[src/hdl/qba_pkg.sv]
// ----------------------------------------------------------------------------
// qba_pkg
// Shared widths, types and codes of the quadtree bin accumulator.
// ----------------------------------------------------------------------------
package qba_pkg;

  localparam int MAX_LEVELS = 4;
  localparam int SUM_WIDTH  = 48;

  localparam int IDX_W      = 2 * MAX_LEVELS;
  localparam int CELLS      = 1 << IDX_W;
  localparam int COORD_W    = 32;
  // Coordinates grow by one bit per level, plus one for the edge sum.
  localparam int CW         = COORD_W + MAX_LEVELS + 1;
  localparam int LVL_W      = $clog2(MAX_LEVELS + 1);
  localparam int LVL_REG_W  = 3;
  localparam int CNT_W      = 32;
  localparam int OUT_IDX_W  = 8;
  localparam int OUT_SUM_W  = 48;
  localparam int READ_IDX_W = 8;
  localparam int CFG_IDX_W  = 3;
  localparam int CFG_DATA_W = 32;

  typedef logic signed [COORD_W-1:0]  pos_t;
  typedef logic signed [CW-1:0]       coord_t;
  typedef logic signed [SUM_WIDTH-1:0] sum_t;
  typedef logic signed [SUM_WIDTH:0]   sum_ext_t;
  typedef logic [CNT_W-1:0]           cnt_t;

  localparam sum_t SUM_MAX = {1'b0, {(SUM_WIDTH-1){1'b1}}};
  localparam sum_t SUM_MIN = {1'b1, {(SUM_WIDTH-1){1'b0}}};
  localparam cnt_t CNT_MAX = '1;

  // Operation codes of the input item.
  localparam logic OP_ADD  = 1'b0;
  localparam logic OP_READ = 1'b1;

  // Configuration register indexes.
  localparam logic [CFG_IDX_W-1:0] CFG_X_LOW  = 3'd0;
  localparam logic [CFG_IDX_W-1:0] CFG_X_HIGH = 3'd1;
  localparam logic [CFG_IDX_W-1:0] CFG_Y_LOW  = 3'd2;
  localparam logic [CFG_IDX_W-1:0] CFG_Y_HIGH = 3'd3;
  localparam logic [CFG_IDX_W-1:0] CFG_LEVELS = 3'd4;

  localparam pos_t X_LOW_RST  = 32'sd0;
  localparam pos_t X_HIGH_RST = 32'sd1048576;
  localparam pos_t Y_LOW_RST  = 32'sd0;
  localparam pos_t Y_HIGH_RST = 32'sd1048576;
  localparam logic [LVL_REG_W-1:0] LEVELS_RST = 3'd4;

  // One item on its way down the levels. Box edges are scaled by 2^k at
  // level k, the point by the same amount.
  typedef struct packed {
    logic             vld;
    logic             op;
    logic             drop;
    logic [LVL_W-1:0] left;
    logic [IDX_W-1:0] idx;
    coord_t           px;
    coord_t           py;
    coord_t           xl;
    coord_t           xh;
    coord_t           yl;
    coord_t           yh;
    pos_t             wt;
  } lvl_stage_t;

  typedef struct packed {
    logic             vld;
    logic             accepted;
    logic [IDX_W-1:0] idx;
    sum_t             sum;
    cnt_t             cnt;
  } cell_res_t;

endpackage

[src/hdl/qba_level.sv]
// ----------------------------------------------------------------------------
// qba_level
// One quadtree level: halves the box at its exact midpoint and picks the
// quadrant of the point, or flags the point when it sits on a midpoint.
// ----------------------------------------------------------------------------
module qba_level import qba_pkg::*; (
  input  logic       clk,
  input  logic       rst_n,
  input  logic       adv,
  input  lvl_stage_t d,
  output lvl_stage_t q
);

  lvl_stage_t q_r;
  lvl_stage_t q_nxt;
  coord_t     px2;
  coord_t     py2;
  coord_t     xm;
  coord_t     ym;
  logic       active;
  logic       qx;
  logic       qy;

  always_comb begin
    px2    = d.px <<< 1;
    py2    = d.py <<< 1;
    xm     = d.xl + d.xh;
    ym     = d.yl + d.yh;
    qx     = px2 > xm;
    qy     = py2 > ym;
    active = !d.drop && (d.left != '0);
    q_nxt  = d;
    if (active) begin
      q_nxt.px   = px2;
      q_nxt.py   = py2;
      q_nxt.left = d.left - 1'b1;
      if (px2 == xm || py2 == ym) begin
        q_nxt.drop = 1'b1;
      end else begin
        q_nxt.idx = (d.idx << 2) | IDX_W'({qy, qx});
        if (qx) begin
          q_nxt.xl = xm;
          q_nxt.xh = d.xh <<< 1;
        end else begin
          q_nxt.xl = d.xl <<< 1;
          q_nxt.xh = xm;
        end
        if (qy) begin
          q_nxt.yl = ym;
          q_nxt.yh = d.yh <<< 1;
        end else begin
          q_nxt.yl = d.yl <<< 1;
          q_nxt.yh = ym;
        end
      end
    end
  end

  always_ff @(posedge clk) begin
    if (!rst_n) begin
      q_r.vld <= 1'b0;
    end else if (adv) begin
      q_r <= q_nxt;
    end
  end

  assign q = q_r;

endmodule

[config.mk]
export PLATFORM = sky130hd
export DESIGN_NAME = qba_level
export DESIGN_NICKNAME = d
export VERILOG_FILES = /design/src/hdl/qba_pkg.sv /design/src/hdl/qba_level.sv
export SDC_FILE = /design/constraint.sdc
export NUM_CORES = 1
export LEC_CHECK = 0
export ABC_AREA = 1
export BUFFER_PORTS_ARGS = -buffer_cell sky130_fd_sc_hd__buf_2
export CORE_MARGIN = 5
export CORE_UTILIZATION = 25
export CTS_BUF_LIST = sky130_fd_sc_hd__clkbuf_16
export CTS_CLUSTER_SIZE = 25
export DETAILED_ROUTE_END_ITERATION = 8
export MAX_ROUTING_LAYER = met4
export PLACE_DENSITY_LB_ADDON = 0.1
export SYNTH_ARGS = -nofsm -noshare
export SYNTH_HDL_FRONTEND = slang
export SYNTH_SLANG_ARGS = --single-unit
[constraint.sdc]
create_clock -name clk -period 5.9 [get_ports clk]
set_input_delay 0.59 -clock clk [delete_from_list [all_inputs] [get_ports clk]]
set_output_delay 0.59 -clock clk [all_outputs]
set_load 0.02 [all_outputs]
==> impl_summary.log, run 1 <==
INFO  metric cts_tree = done
INFO  metric number_of_antenna_violations_at_the_first_check_in_global_routing = 8
INFO  metric synthesis.yosys.warnings = 0
INFO  metric start_util = 0.252
INFO  metric tritoncts_num_sinks = about 270
INFO  metric grt_first_pass_wirelength = 130 mm
INFO  metric insertion_delay_to_the_later_sink_of_the_worst_skew_pair = 0.57 ns
INFO  metric pin_count_of_the_biggest_net_entering_global_routing = 139
INFO  metric failed_checks = DRC
INFO  metric detail_route.vias_per_cell = between 4 and 5
INFO  metric critical_path.startpoint_type = input pin
INFO  metric clock_power_share = 0.317
INFO  metric die_y = between 200 and 300 um
INFO  metric post-route-drc-count = 3
INFO  metric drtPass1Iterations = 7
INFO  metric yosysSeqAreaShare = 0.395
INFO  metric gr-total-overflow = 0
INFO  metric synth_top_cell_area_share = 0.394
INFO  metric cp_data_required_time = around 6.3 ns
INFO  metric slowest_delay = roughly 0.54 ns
INFO  metric core_area = a little over 0.08 mm^2
INFO  metric leak_pwr = ~13 nW
INFO  metric route.vias.total = approximately 20000
INFO  metric final_core_utilization = 0.315
INFO  metric cp_max_fo = 22
INFO  metric rows = 104
INFO  metric fin_tns_setup = 0 ns
INFO  metric final-hold-violation-count = 0
INFO  metric outcome = finished, violations left
INFO  metric worst_setup_slack_final = just over 1 ns
INFO  metric r2r_slack = 5.28 ns
INFO  metric timing.critical_path.depth = 30
INFO  metric drt_first_iter_violations = ~1400
INFO  metric totalWireLength = 90.9 mm
INFO  metric numCtsBuffers = 38
INFO  metric hold_path_end = q[19]
INFO  metric timing.final.crit_period = 4.86 ns
INFO  metric met2_usage = 0.311
INFO  metric number_of_placed_instances_taps_included = between 4000 and 5000
INFO  metric layout-drive-gt1-share = 0.192
INFO  metric finalNetCount = 3713
INFO  metric setup_viol_count_final = 0
INFO  metric synth_enable_flop_cells = about 270
INFO  metric dpl_worst_slack = around 0.47 ns
INFO  metric clock.fmax = between 200 and 250 MHz
INFO  metric hold-path-cell-count = 1
INFO  metric timing.critical_path.to_type = register
INFO  metric dominantRegCellSynth = sky130_fd_sc_hd__edfxtp_1
INFO  metric final.setup_skew = 0 ns
INFO  metric grt_util_overall = 0.205
INFO  metric via_count_of_the_first_global_routing_pass = around 20000
INFO  metric clk_path_buf_depth = 3
INFO  metric synth.largest_area_cell = sky130_fd_sc_hd__edfxtp_1
INFO  metric die-width = ~300 um
INFO  metric min_from = d[19]
INFO  metric largest_reg_flops = 268
INFO  metric crit_slowest_cell = sky130_fd_sc_hd__nor2_4
INFO  metric gp_routability_congestion = about 0.9
INFO  metric synthDistinctLibCells = 34
INFO  metric clk_root_buffer_cell = sky130_fd_sc_hd__clkbuf_16
INFO  metric vdd_drop_max = around 0.00017 V
INFO  metric timing_worst_slew_pin_value = 0.938 ns
INFO  metric hpwl = between 70 and 80 mm
INFO  metric top_usage_layer = met2
INFO  metric htreeDepth = 2
INFO  metric ff2ff_path_depth = 2
INFO  metric post_layout_nonfiller_instances = around 4400
INFO  metric yosys-top-cells-area = sky130_fd_sc_hd__edfxtp_1 (39%), sky130_fd_sc_hd__nand2_1 (18%), sky130_fd_sc_hd__nand3_1 (9.2%)
INFO  metric postSynthRegisterBits = 268
INFO  metric critical-path-top-cell-by-count = sky130_fd_sc_hd__nand2_1
INFO  metric cap_violations = 0
INFO  metric synth_fp_nets = 3207
INFO  metric seqPwrFrac = 0.327
INFO  metric grtUsageMet1 = 0.291
INFO  metric setup.worst_path.class = input pin to register
INFO  metric comb_power_share = 0.356
INFO  metric rr_startpoint = q[267]
INFO  metric timing.critical_path.arrival = roughly 5.3 ns
INFO  metric flow.area_growth_from_synthesis = 24.9%
INFO  metric io-pin-count = around 540
INFO  metric cts_post_setup_buffers_inserted = 0
INFO  metric path_delay_family = simple AND/OR/NAND/NOR gates
INFO  metric portBuffers = 538
INFO  metric post_cts_resize_count = 0
INFO  metric r2r_end = q[267]
INFO  metric cp.buffers_inverters = 5
INFO  metric power.share.switching = 0.384
INFO  metric wire_per_inst = between 20 and 25 um
INFO  metric synth_cells = around 2800
INFO  metric asyncSetResetFlopFracSynth = 0
INFO  metric rsz0062_at_grt = false
INFO  metric design.die.area = 0.0873 mm^2
INFO  metric period_share = 0.824
INFO  metric slew_viol_final = 0
INFO  metric hp-class = input pin to register
INFO  metric cts.clk_slew.worst_paths = ~0.060 ns
INFO  metric netsw = ~2.8 mW
INFO  metric cellInternalPower = 4.54 mW
INFO  metric grt_use_met3 = 0.0385
INFO  metric final_antenna_net_count = 0
INFO  metric avg_inst_size_synth = ~7.3 um^2
INFO  metric max-slew-margin-rel = 0.375
INFO  metric synth_area = roughly 0.020 mm^2
INFO  metric powerDensity = 290 mW/mm^2
INFO  metric hold_buffers = 0
[cells by family (layout without fill, tap and decap cells)]
logic type | after synthesis | count (layout) | share of synthesized area
buffers and inverters | 494 | 1028 | 0.0983
DFF | 268 | 268 | 0.395
and+or+nand+nor | 1639 | 1639 | 0.348
AOI/OAI and AO/OA | 207 | 207 | 0.0539
other | 0 | 6 | 0
xor gates and xnor gates | 32 | 32 | 0.0138
adders and majority gates | 148 | 148 | 0.0917
[placed cells by master (no fill, tap or decap), types with 5 or more instances in the layout]
master / count
sky130_fd_sc_hd__o21ai_0: 93
sky130_fd_sc_hd__ha_1: 146
sky130_fd_sc_hd__nand3b_1: 45
sky130_fd_sc_hd__nand4_1: 77
sky130_fd_sc_hd__o21a_1: 6
sky130_fd_sc_hd__nand2_1: 958
sky130_fd_sc_hd__edfxtp_1: 267
sky130_fd_sc_hd__nand3_1: 376
sky130_fd_sc_hd__a21o_1: 5
sky130_fd_sc_hd__nor3_1: 7
sky130_fd_sc_hd__clkinv_1: 5
sky130_fd_sc_hd__nor2_4: 5
sky130_fd_sc_hd__nor2_1: 155
sky130_fd_sc_hd__xnor2_1: 21
sky130_fd_sc_hd__clkbuf_16: 38
sky130_fd_sc_hd__o21bai_1: 11
sky130_fd_sc_hd__xor2_1: 11
sky130_fd_sc_hd__inv_1: 401
sky130_fd_sc_hd__a21oi_1: 88
sky130_fd_sc_hd__diode_2: 6
sky130_fd_sc_hd__buf_2: 538
sky130_fd_sc_hd__buf_4: 19
sky130_fd_sc_hd__nor4_1: 5
sky130_fd_sc_hd__bufinv_16: 5
sky130_fd_sc_hd__buf_12: 8
[final cells by class]
cell class | count | area, um^2
timing repair buffer | 565 | 3000
clock inverter | 30 | 283
clock buffer | 38 | 951
multi-input combinational | 2026 | 10300
fill | 8867 | 55200
sequential | 268 | 8040
inverter | 395 | 1490
antenna | 6 | 15.0
tap | 1060 | 1330
[cell usage after synthesis (3+ instances only)]
library cell / n
sky130_fd_sc_hd__buf_2: 40
sky130_fd_sc_hd__o21a_1: 6
sky130_fd_sc_hd__nor2_2: 4
sky130_fd_sc_hd__ha_1: 146
sky130_fd_sc_hd__buf_1: 12
sky130_fd_sc_hd__xor2_1: 11
sky130_fd_sc_hd__edfxtp_1: 267
sky130_fd_sc_hd__inv_2: 3
sky130_fd_sc_hd__nand2_1: 958
sky130_fd_sc_hd__a21oi_1: 88
sky130_fd_sc_hd__buf_4: 12
sky130_fd_sc_hd__nor4_1: 5
sky130_fd_sc_hd__clkbuf_1: 28
sky130_fd_sc_hd__o21bai_1: 11
sky130_fd_sc_hd__nand4_1: 77
sky130_fd_sc_hd__buf_6: 7
sky130_fd_sc_hd__or2_2: 3
sky130_fd_sc_hd__nand3b_1: 45
sky130_fd_sc_hd__nand3_1: 376
sky130_fd_sc_hd__nand3_2: 3
sky130_fd_sc_hd__o21ai_0: 93
sky130_fd_sc_hd__xnor2_1: 21
sky130_fd_sc_hd__nor3_1: 7
sky130_fd_sc_hd__a21o_1: 5
sky130_fd_sc_hd__nor2_1: 157
sky130_fd_sc_hd__inv_1: 392
[power by group through the flow]
stage	logic, mW	clock network [mW]	registers (mW)
2_1_floorplan	1.44	0	2.66
3_3_place_gp	2.65	0	2.45
3_5_place_dp	2.64	0	2.45
4_1_cts	2.65	2.42	2.41
5_1_grt	2.91	2.48	2.42
6_report	2.63	2.33	2.41
[per-stage QoR]
step | power, mW | hold WS, ns | instance area, um^2
3_3_place_gp | 5.10 | 0.528 | 24200
2_1_floorplan | 4.10 | 0.606 | 20400
6_report | 7.37 | 0.193 | 25400
5_1_grt | 7.82 | 0.157 | 25400
3_5_place_dp | 5.09 | 0.528 | 24200
4_1_cts | 7.48 | 0.149 | 25400
[how the worst max path moves through the flow]
stage / start / to / slack, ns
2_1_floorplan: rst_n / q[0] / 0.84
3_5_place_dp: d[106] / q[115] / 0.47
5_1_grt: d[106] / q[125] / 0.59
3_3_place_gp: d[106] / q[119] / 0.68
4_1_cts: d[106] / q[115] / 1.07
6_report: d[106] / q[115] / 1.04
[routing by layer]
metal,up-vias,share of wire,wire [um]
met5,-,0,0
met4,0,0.012,1110
met3,67,0.065,5870
met2,589,0.44,39900
met1,9343,0.48,44100
li1,10221,-,-
No activity file was read; power rests on OpenSTA's default activity.
==> inputs of run 2 (changes only) <==
==> constraint.sdc (replaced) <==
create_clock -name clk -period 4.77 [get_ports clk]
set_input_delay 0.477 -clock clk [delete_from_list [all_inputs] [get_ports clk]]
set_output_delay 0.477 -clock clk [all_outputs]
set_load 0.02 [all_outputs]
==> run 2 against run 1 <==
  * Hold slack got worse by 0.097 ns
  * Die area did not move
  * Clock power is 15% higher
  * Critical path type unchanged
  * Via count is 1.7% higher
  * Largest power group unchanged
  * The flow now finishes without violations
  * First-iteration DRC count is 1.2% lower
  * Utilization is 0.93 points higher
  * Critical path depth is 1 higher
==> impl_summary.log, run 2 (synthesized netlist as in run 1, its figures left out) <==
INFO  metric critical-path-top-cell-by-count = sky130_fd_sc_hd__nand2_1
INFO  metric outcome = complete, no violations
INFO  metric slowest_delay = 0.41 ns (-0.13 ns)
INFO  metric cp_max_fo = 10 (-55%)
INFO  metric layout.cells.most_common = sky130_fd_sc_hd__nand2_1
INFO  metric hold_buffers = 0 (unchanged)
INFO  metric placed_cell_area = 0.0250 mm^2 (+3.5%)
INFO  metric regArea = 0.00804 mm^2 (unchanged)
INFO  metric number_of_antenna_violations_at_the_first_check_in_global_routing = 8 (unchanged)
INFO  metric leak_pwr = 13.1 nW (+3.3%)
INFO  metric portBuffers = 538 (unchanged)
INFO  metric timing.final.crit_period = about 4.2 ns
INFO  metric start_util = 0.252 (unchanged)
INFO  metric timing.critical_path.arrival = 4.48 ns (-0.81 ns)
INFO  metric period_share = 0.881
INFO  metric grt_util_overall = 0.209 (+0.00399)
INFO  metric tritoncts_num_sinks = 268 (unchanged)
INFO  metric cts_tree = done
INFO  metric design.die.area = 0.0873 mm^2 (unchanged)
INFO  metric die-width = 295 um (unchanged)
INFO  metric drtPass1Iterations = 5 (-2)
INFO  metric insertion_delay_to_the_later_sink_of_the_worst_skew_pair = 0.55 ns (-0.02 ns)
INFO  metric post-route-drc-count = 0 (-3)
INFO  metric totalWireLength = 92.1 mm (+1.3%)
INFO  metric numCtsBuffers = 37 (-2.6%)
INFO  metric final.setup_skew = 0 ns (unchanged)
INFO  metric clk_root_buffer_cell = sky130_fd_sc_hd__clkbuf_16
INFO  metric max-slew-margin-rel = 0.466 (+0.0913)
INFO  metric r2r_slack = 4.16 ns (-1.12 ns)
INFO  metric io-pin-count = 539 (unchanged)
INFO  metric clk_path_buf_depth = 3 (unchanged)
INFO  metric slew_viol_final = 0 (unchanged)
INFO  metric detail_route.vias_per_cell = 4.60 (-0.12%)
INFO  metric post_layout_nonfiller_instances = 4469 (+1.8%)
INFO  metric final_antenna_net_count = 0 (unchanged)
INFO  metric timing_worst_slew_pin_value = 0.795 ns (-0.143 ns)
INFO  metric vdd_drop_max = 0.000181 V (+5.9%)
INFO  metric hpwl = 75.9 mm (+3.0%)
INFO  metric rsz0062_at_grt = false
INFO  metric cts_post_setup_buffers_inserted = 0 (unchanged)
INFO  metric crit_slowest_cell = sky130_fd_sc_hd__fa_1
INFO  metric cp.buffers_inverters = 8 (+3)
INFO  metric fin_tns_setup = 0 ns (unchanged)
INFO  metric cp_data_required_time = 5.05 ns (-1.28 ns)
INFO  metric flow.area_growth_from_synthesis = 28.6%
INFO  metric gr-total-overflow = 0 (unchanged)
INFO  metric number_of_placed_instances_taps_included = 4395 (+1.9%)
INFO  metric largest_reg_flops = 268 (unchanged)
INFO  metric finalNetCount = 3793 (+2.2%)
INFO  metric core_area = 0.0807 mm^2 (unchanged)
INFO  metric drt_first_iter_violations = 1398 (-1.2%)
INFO  metric final_cell_mix = sky130_fd_sc_hd__nand2_1 (957), sky130_fd_sc_hd__buf_2 (538), sky130_fd_sc_hd__inv_1 (395)
INFO  metric filler_cell_count = 8886 (+0.21%)
INFO  metric htreeDepth = 2 (unchanged)
INFO  metric post_cts_resize_count = 0 (unchanged)
INFO  metric rows = 104 (unchanged)
INFO  metric finalInstanceArea = 0.0262 mm^2 (+3.0%)
INFO  metric hp-class = input pin to register
INFO  metric pin_count_of_the_biggest_net_entering_global_routing = 86 (-38%)
INFO  metric setup.worst_path.class = input pin to register
INFO  metric via_count_of_the_first_global_routing_pass = 20067 (+2.8%)
INFO  metric critical_path.startpoint_type = input pin
INFO  metric layout-drive-gt1-share = 0.211 (+0.0189)
INFO  metric setup_viol_count_final = 0 (unchanged)
INFO  metric cts.clk_slew.worst_paths = 0.06 ns (about the same)
INFO  metric timing.critical_path.to_type = register
INFO  metric gp_routability_congestion = 0.913 (+2.3%)
INFO  metric wire_per_inst = 20.6 um (-0.53%)
INFO  metric cap_violations = 0 (unchanged)
INFO  metric grt_first_pass_wirelength = 133 mm (+2.3%)
INFO  metric route.vias.total = 20569 (+1.7%)
INFO  metric multiInputGateArea = 0.0104 mm^2 (+0.16%)
INFO  metric die_y = 295 um (unchanged)
INFO  metric clock.fmax = ~240 MHz
INFO  metric path_delay_family = simple AND/OR/NAND/NOR gates
INFO  metric powerDensity = 348 mW/mm^2 (+20%)
INFO  metric final-hold-violation-count = 0 (unchanged)
-- run 2: final cells by class --
| class | count | share of cell area |
|---|---|---|
| Timing Repair Buffer | 646 | 0.146 |
| Inverter | 395 | 0.0568 |
| Clock inverter | 29 | 0.00607 |
| Clock buffer | 39 | 0.0373 |
| Tap cell | 1060 | 0.0506 |
| Antenna cell | 6 | 0.000573 |
| Multi-Input combinational cell | 2026 | 0.396 |
| Sequential cell | 268 | 0.307 |
-- run 2: final timing paths --
| path | startpoint | to | cells past startpoint |
|---|---|---|---|
| hold / removal | d[23] | q[23] | 1 |
| setup reg to reg | q[267] | q[267] | 2 |
| setup / recovery | d[106] | q[112] | 31 |
| hold reg to reg | q[267] | q[267] | 2 |
-- run 2: power by group --
part           leakage, nW  total (mW)  switching [mW]  internal [mW]
logic                 10.0        3.46            2.30           1.16
registers             2.47        2.97          0.0703           2.90
clock network        0.570        2.67            1.14           1.53
total                 13.1        9.10            3.52           5.59
-- run 2: layer usage --
layer / part of all wire / vias to the layer above / GRT usage
li1: - / 10371 / -
met1: 0.48 / 9484 / 0.293
met2: 0.44 / 640 / 0.316
met3: 0.069 / 74 / 0.0434
met4: 0.014 / 0 / 0.0365
met5: 0 / - / -
-- run 2: through the flow --
stage	hold slack [ns]	utilization	power (mW)	setup WS, ns
finish	0.0961	0.325	9.10	0.566
global route	0.0664	0.325	9.67	0.309
CTS	0.0602	0.324	9.23	0.687
detailed placement	0.532	0.310	6.50	0.118
global placement	0.523	0.310	6.51	0.110
floorplan	0.570	-	5.07	-0.126
==> inputs of run 3 (changes only) <==
==> constraint.sdc (replaced) <==
create_clock -name clk -period 4.77 [get_ports clk]
set_input_delay 0.2385 -clock clk [delete_from_list [all_inputs] [get_ports clk]]
set_output_delay 0.2385 -clock clk [all_outputs]
set_load 0.02 [all_outputs]
==> run 3 against run 2 <==
  * Via count grew 1.9%
  * Combinational power up 3%
  * Cell area is 5.5% higher
  * Utilization grew 1.8 points
  * Maximum frequency decreased by 7.4%
  * Sequential share of layout area decreased by 1.6 points
  * Critical path type unchanged
  * Largest cell class unchanged
==> impl_summary.log, run 3 (synthesized netlist as in run 1, its figures left out) <==
INFO  metric worst_setup_slack_final = 0.230 ns (-0.336 ns)
INFO  metric core_area = 0.0807 mm^2 (unchanged)
INFO  metric pin_count_of_the_biggest_net_entering_global_routing = 100 (+16%)
INFO  metric gp_routability_congestion = 0.935 (+2.4%)
INFO  metric start_util = 0.252 (unchanged)
INFO  metric clock.fmax = 220 MHz (-7.4%)
INFO  metric min_from = d[126]
INFO  metric final.setup_skew = 0 ns (unchanged)
INFO  metric timing.final.crit_period = 4.54 ns (+0.336 ns)
INFO  metric path_delay_family = simple AND/OR/NAND/NOR gates
INFO  metric max-slew-margin-rel = 0.377 (-0.0889)
INFO  metric drt_first_iter_violations = 1411 (+0.93%)
INFO  metric largest_reg_flops = 268 (unchanged)
INFO  metric grt_first_pass_wirelength = 135 mm (+0.86%)
INFO  metric post-route-drc-count = 0 (unchanged)
INFO  metric setup_viol_count_final = 0 (unchanged)
INFO  metric layout.cells.most_common = sky130_fd_sc_hd__nand2_1
INFO  metric worstSetupStartpoint = d[148]
INFO  metric insertion_delay_to_the_later_sink_of_the_worst_skew_pair = 0.57 ns (+0.02 ns)
INFO  metric detail_route.vias_per_cell = 4.59 (-0.25%)
INFO  metric hp-class = input pin to register
INFO  metric cp.buffers_inverters = 6 (-2)
INFO  metric via_count_of_the_first_global_routing_pass = 20603 (+2.7%)
INFO  metric vdd_drop_max = 0.000235 V (+30%)
INFO  metric clk_root_buffer_cell = sky130_fd_sc_hd__clkbuf_16
INFO  metric timing.critical_path.to_type = register
INFO  metric slowest_delay = 0.56 ns (+0.15 ns)
INFO  metric rows = 104 (unchanged)
INFO  metric totalWireLength = 94.4 mm (+2.5%)
INFO  metric io-pin-count = 539 (unchanged)
INFO  metric tritoncts_num_sinks = 268 (unchanged)
INFO  metric slew_viol_final = 0 (unchanged)
INFO  metric final_core_utilization = 0.342 (+0.0179)
INFO  metric die_y = 295 um (unchanged)
INFO  metric design.die.area = 0.0873 mm^2 (unchanged)
INFO  metric powerDensity = 342 mW/mm^2 (-1.7%)
INFO  metric crit_slowest_cell = sky130_fd_sc_hd__dlygate4sd3_1
INFO  metric clk_path_buf_depth = 3 (unchanged)
INFO  metric leak_pwr = 13.5 nW (+3.2%)
INFO  metric cp_data_required_time = 5.10 ns (+0.05 ns)
INFO  metric number_of_antenna_violations_at_the_first_check_in_global_routing = 4 (-4)
INFO  metric cts_tree = done
INFO  metric period_share = 0.952 (+0.0704)
INFO  metric cp_max_fo = 19 (+9)
INFO  metric critical-path-top-cell-by-count = sky130_fd_sc_hd__nand2_1
INFO  metric route.vias.total = 20958 (+1.9%)
INFO  metric grt_util_overall = 0.210 (+0.00154)
INFO  metric cts.clk_slew.worst_paths = 0.06 ns (about the same)
INFO  metric outcome = complete, no violations
INFO  metric post_layout_nonfiller_instances = 4565 (+2.1%)
INFO  metric die-width = 295 um (unchanged)
INFO  metric numCtsBuffers = 38 (+2.7%)
INFO  metric final_cell_mix = sky130_fd_sc_hd__nand2_1 (933), sky130_fd_sc_hd__buf_2 (538), sky130_fd_sc_hd__inv_1 (399)
INFO  metric flow.area_growth_from_synthesis = 35.7%
INFO  metric portBuffers = 538 (unchanged)
INFO  metric hpwl = 75.3 mm (-0.77%)
INFO  metric timing_worst_slew_pin_value = 0.935 ns (+0.139 ns)
INFO  metric layout-drive-gt1-share = 0.216 (+0.00454)
INFO  metric cap_violations = 0 (unchanged)
INFO  metric wire_per_inst = 20.7 um (+0.33%)
INFO  metric number_of_placed_instances_taps_included = 4339 (-1.3%)
INFO  metric dpl_worst_slack = -0.0904 ns (-0.209 ns)
INFO  metric gr-total-overflow = 0 (unchanged)
INFO  metric drtPass1Iterations = 5 (unchanged)
INFO  metric finalNetCount = 3893 (+2.6%)
INFO  metric total_power = 9.44 mW (+3.7%)
INFO  metric final-hold-violation-count = 0 (unchanged)
INFO  metric critical_path.startpoint_type = input pin
INFO  metric rr_startpoint = q[267]
INFO  metric final_antenna_net_count = 0 (unchanged)
INFO  metric timing.critical_path.arrival = 4.87 ns (+0.39 ns)
INFO  metric setup.worst_path.class = input pin to register
INFO  metric htreeDepth = 2 (unchanged)
-- run 3: cell count changes in the layout (fill, tap and decap cells not counted), moves of 7 or more --
cell / change
sky130_fd_sc_hd__nor2_4: +9
sky130_fd_sc_hd__ha_1: -18
sky130_fd_sc_hd__nand2_1: -24
sky130_fd_sc_hd__buf_4: -40
sky130_fd_sc_hd__ha_2: +15
sky130_fd_sc_hd__dlygate4sd3_1: +147
sky130_fd_sc_hd__buf_12: -16
sky130_fd_sc_hd__nor2_2: +19
sky130_fd_sc_hd__nor2_1: -28
sky130_fd_sc_hd__clkinv_1: -7
sky130_fd_sc_hd__nand2_2: +23
-- run 3: path summary, 6_finish.rpt --
kind | endpoint | slack [ns] | cells after the start
worst max-delay path | q[51] | 0.23 | 25
worst min register to register | q[267] | 1.08 | 3
worst max register to register | q[267] | 3.59 | 3
worst min-delay path | q[126] | 0.03 | 3
-- run 3: cell type report --
class	instances	area, um^2
fill	8806	53000
timing repair buffer	745	4850
inverter	395	1490
clock buffer	38	951
sequential	268	8040
antenna	2	5.00
multi-input combinational	2026	10700
tap	1060	1330
clock inverter	31	305
-- run 3: per-stage QoR --
stage | setup TNS [ns] | instance area, um^2 | hold WS (ns)
2_1_floorplan | 0 | 20400 | 0.332
3_5_place_dp | -2.58 | 24400 | 0.417
5_1_grt | -0.0696 | 27600 | 0.0122
4_1_cts | 0 | 27100 | 0.000567
3_3_place_gp | -6.15 | 24400 | 0.415
6_report | 0 | 27600 | 0.0259
-- run 3: metal layers --
layer  GRT usage  wire length [um]  share of wire  vias to the layer above
li1            -                 -              -                    10550
met3      0.0382              5990          0.063                       62
met5           -                 0              0                        -
met2       0.325             41700           0.44                      609
met1       0.297             45700           0.48                     9737
met4      0.0276              1080          0.011                        0
-- run 3: worst register-to-register path: stages, from the launching register on --
cell and delay (ns):
sky130_fd_sc_hd__dfxtp_1 0.30, sky130_fd_sc_hd__o21ai_0 0.16, sky130_fd_sc_hd__a21oi_1 0.05, sky130_fd_sc_hd__dlygate4sd3_1 0.55
-- run 3: what timing repair did --
item / CTS / global route
hold endpoints to repair: 143 / 0
buffers inserted: 0 / 4
resized for setup: 0 / 102
endpoints found under the setup margin: 0 / 59
hold buffers: 147 / 0
-- run 3: power breakdown --
part | internal [mW] | switching (mW)
sequential | 2.90 | 0.0747
clock | 1.69 | 1.22
combinational | 1.19 | 2.36
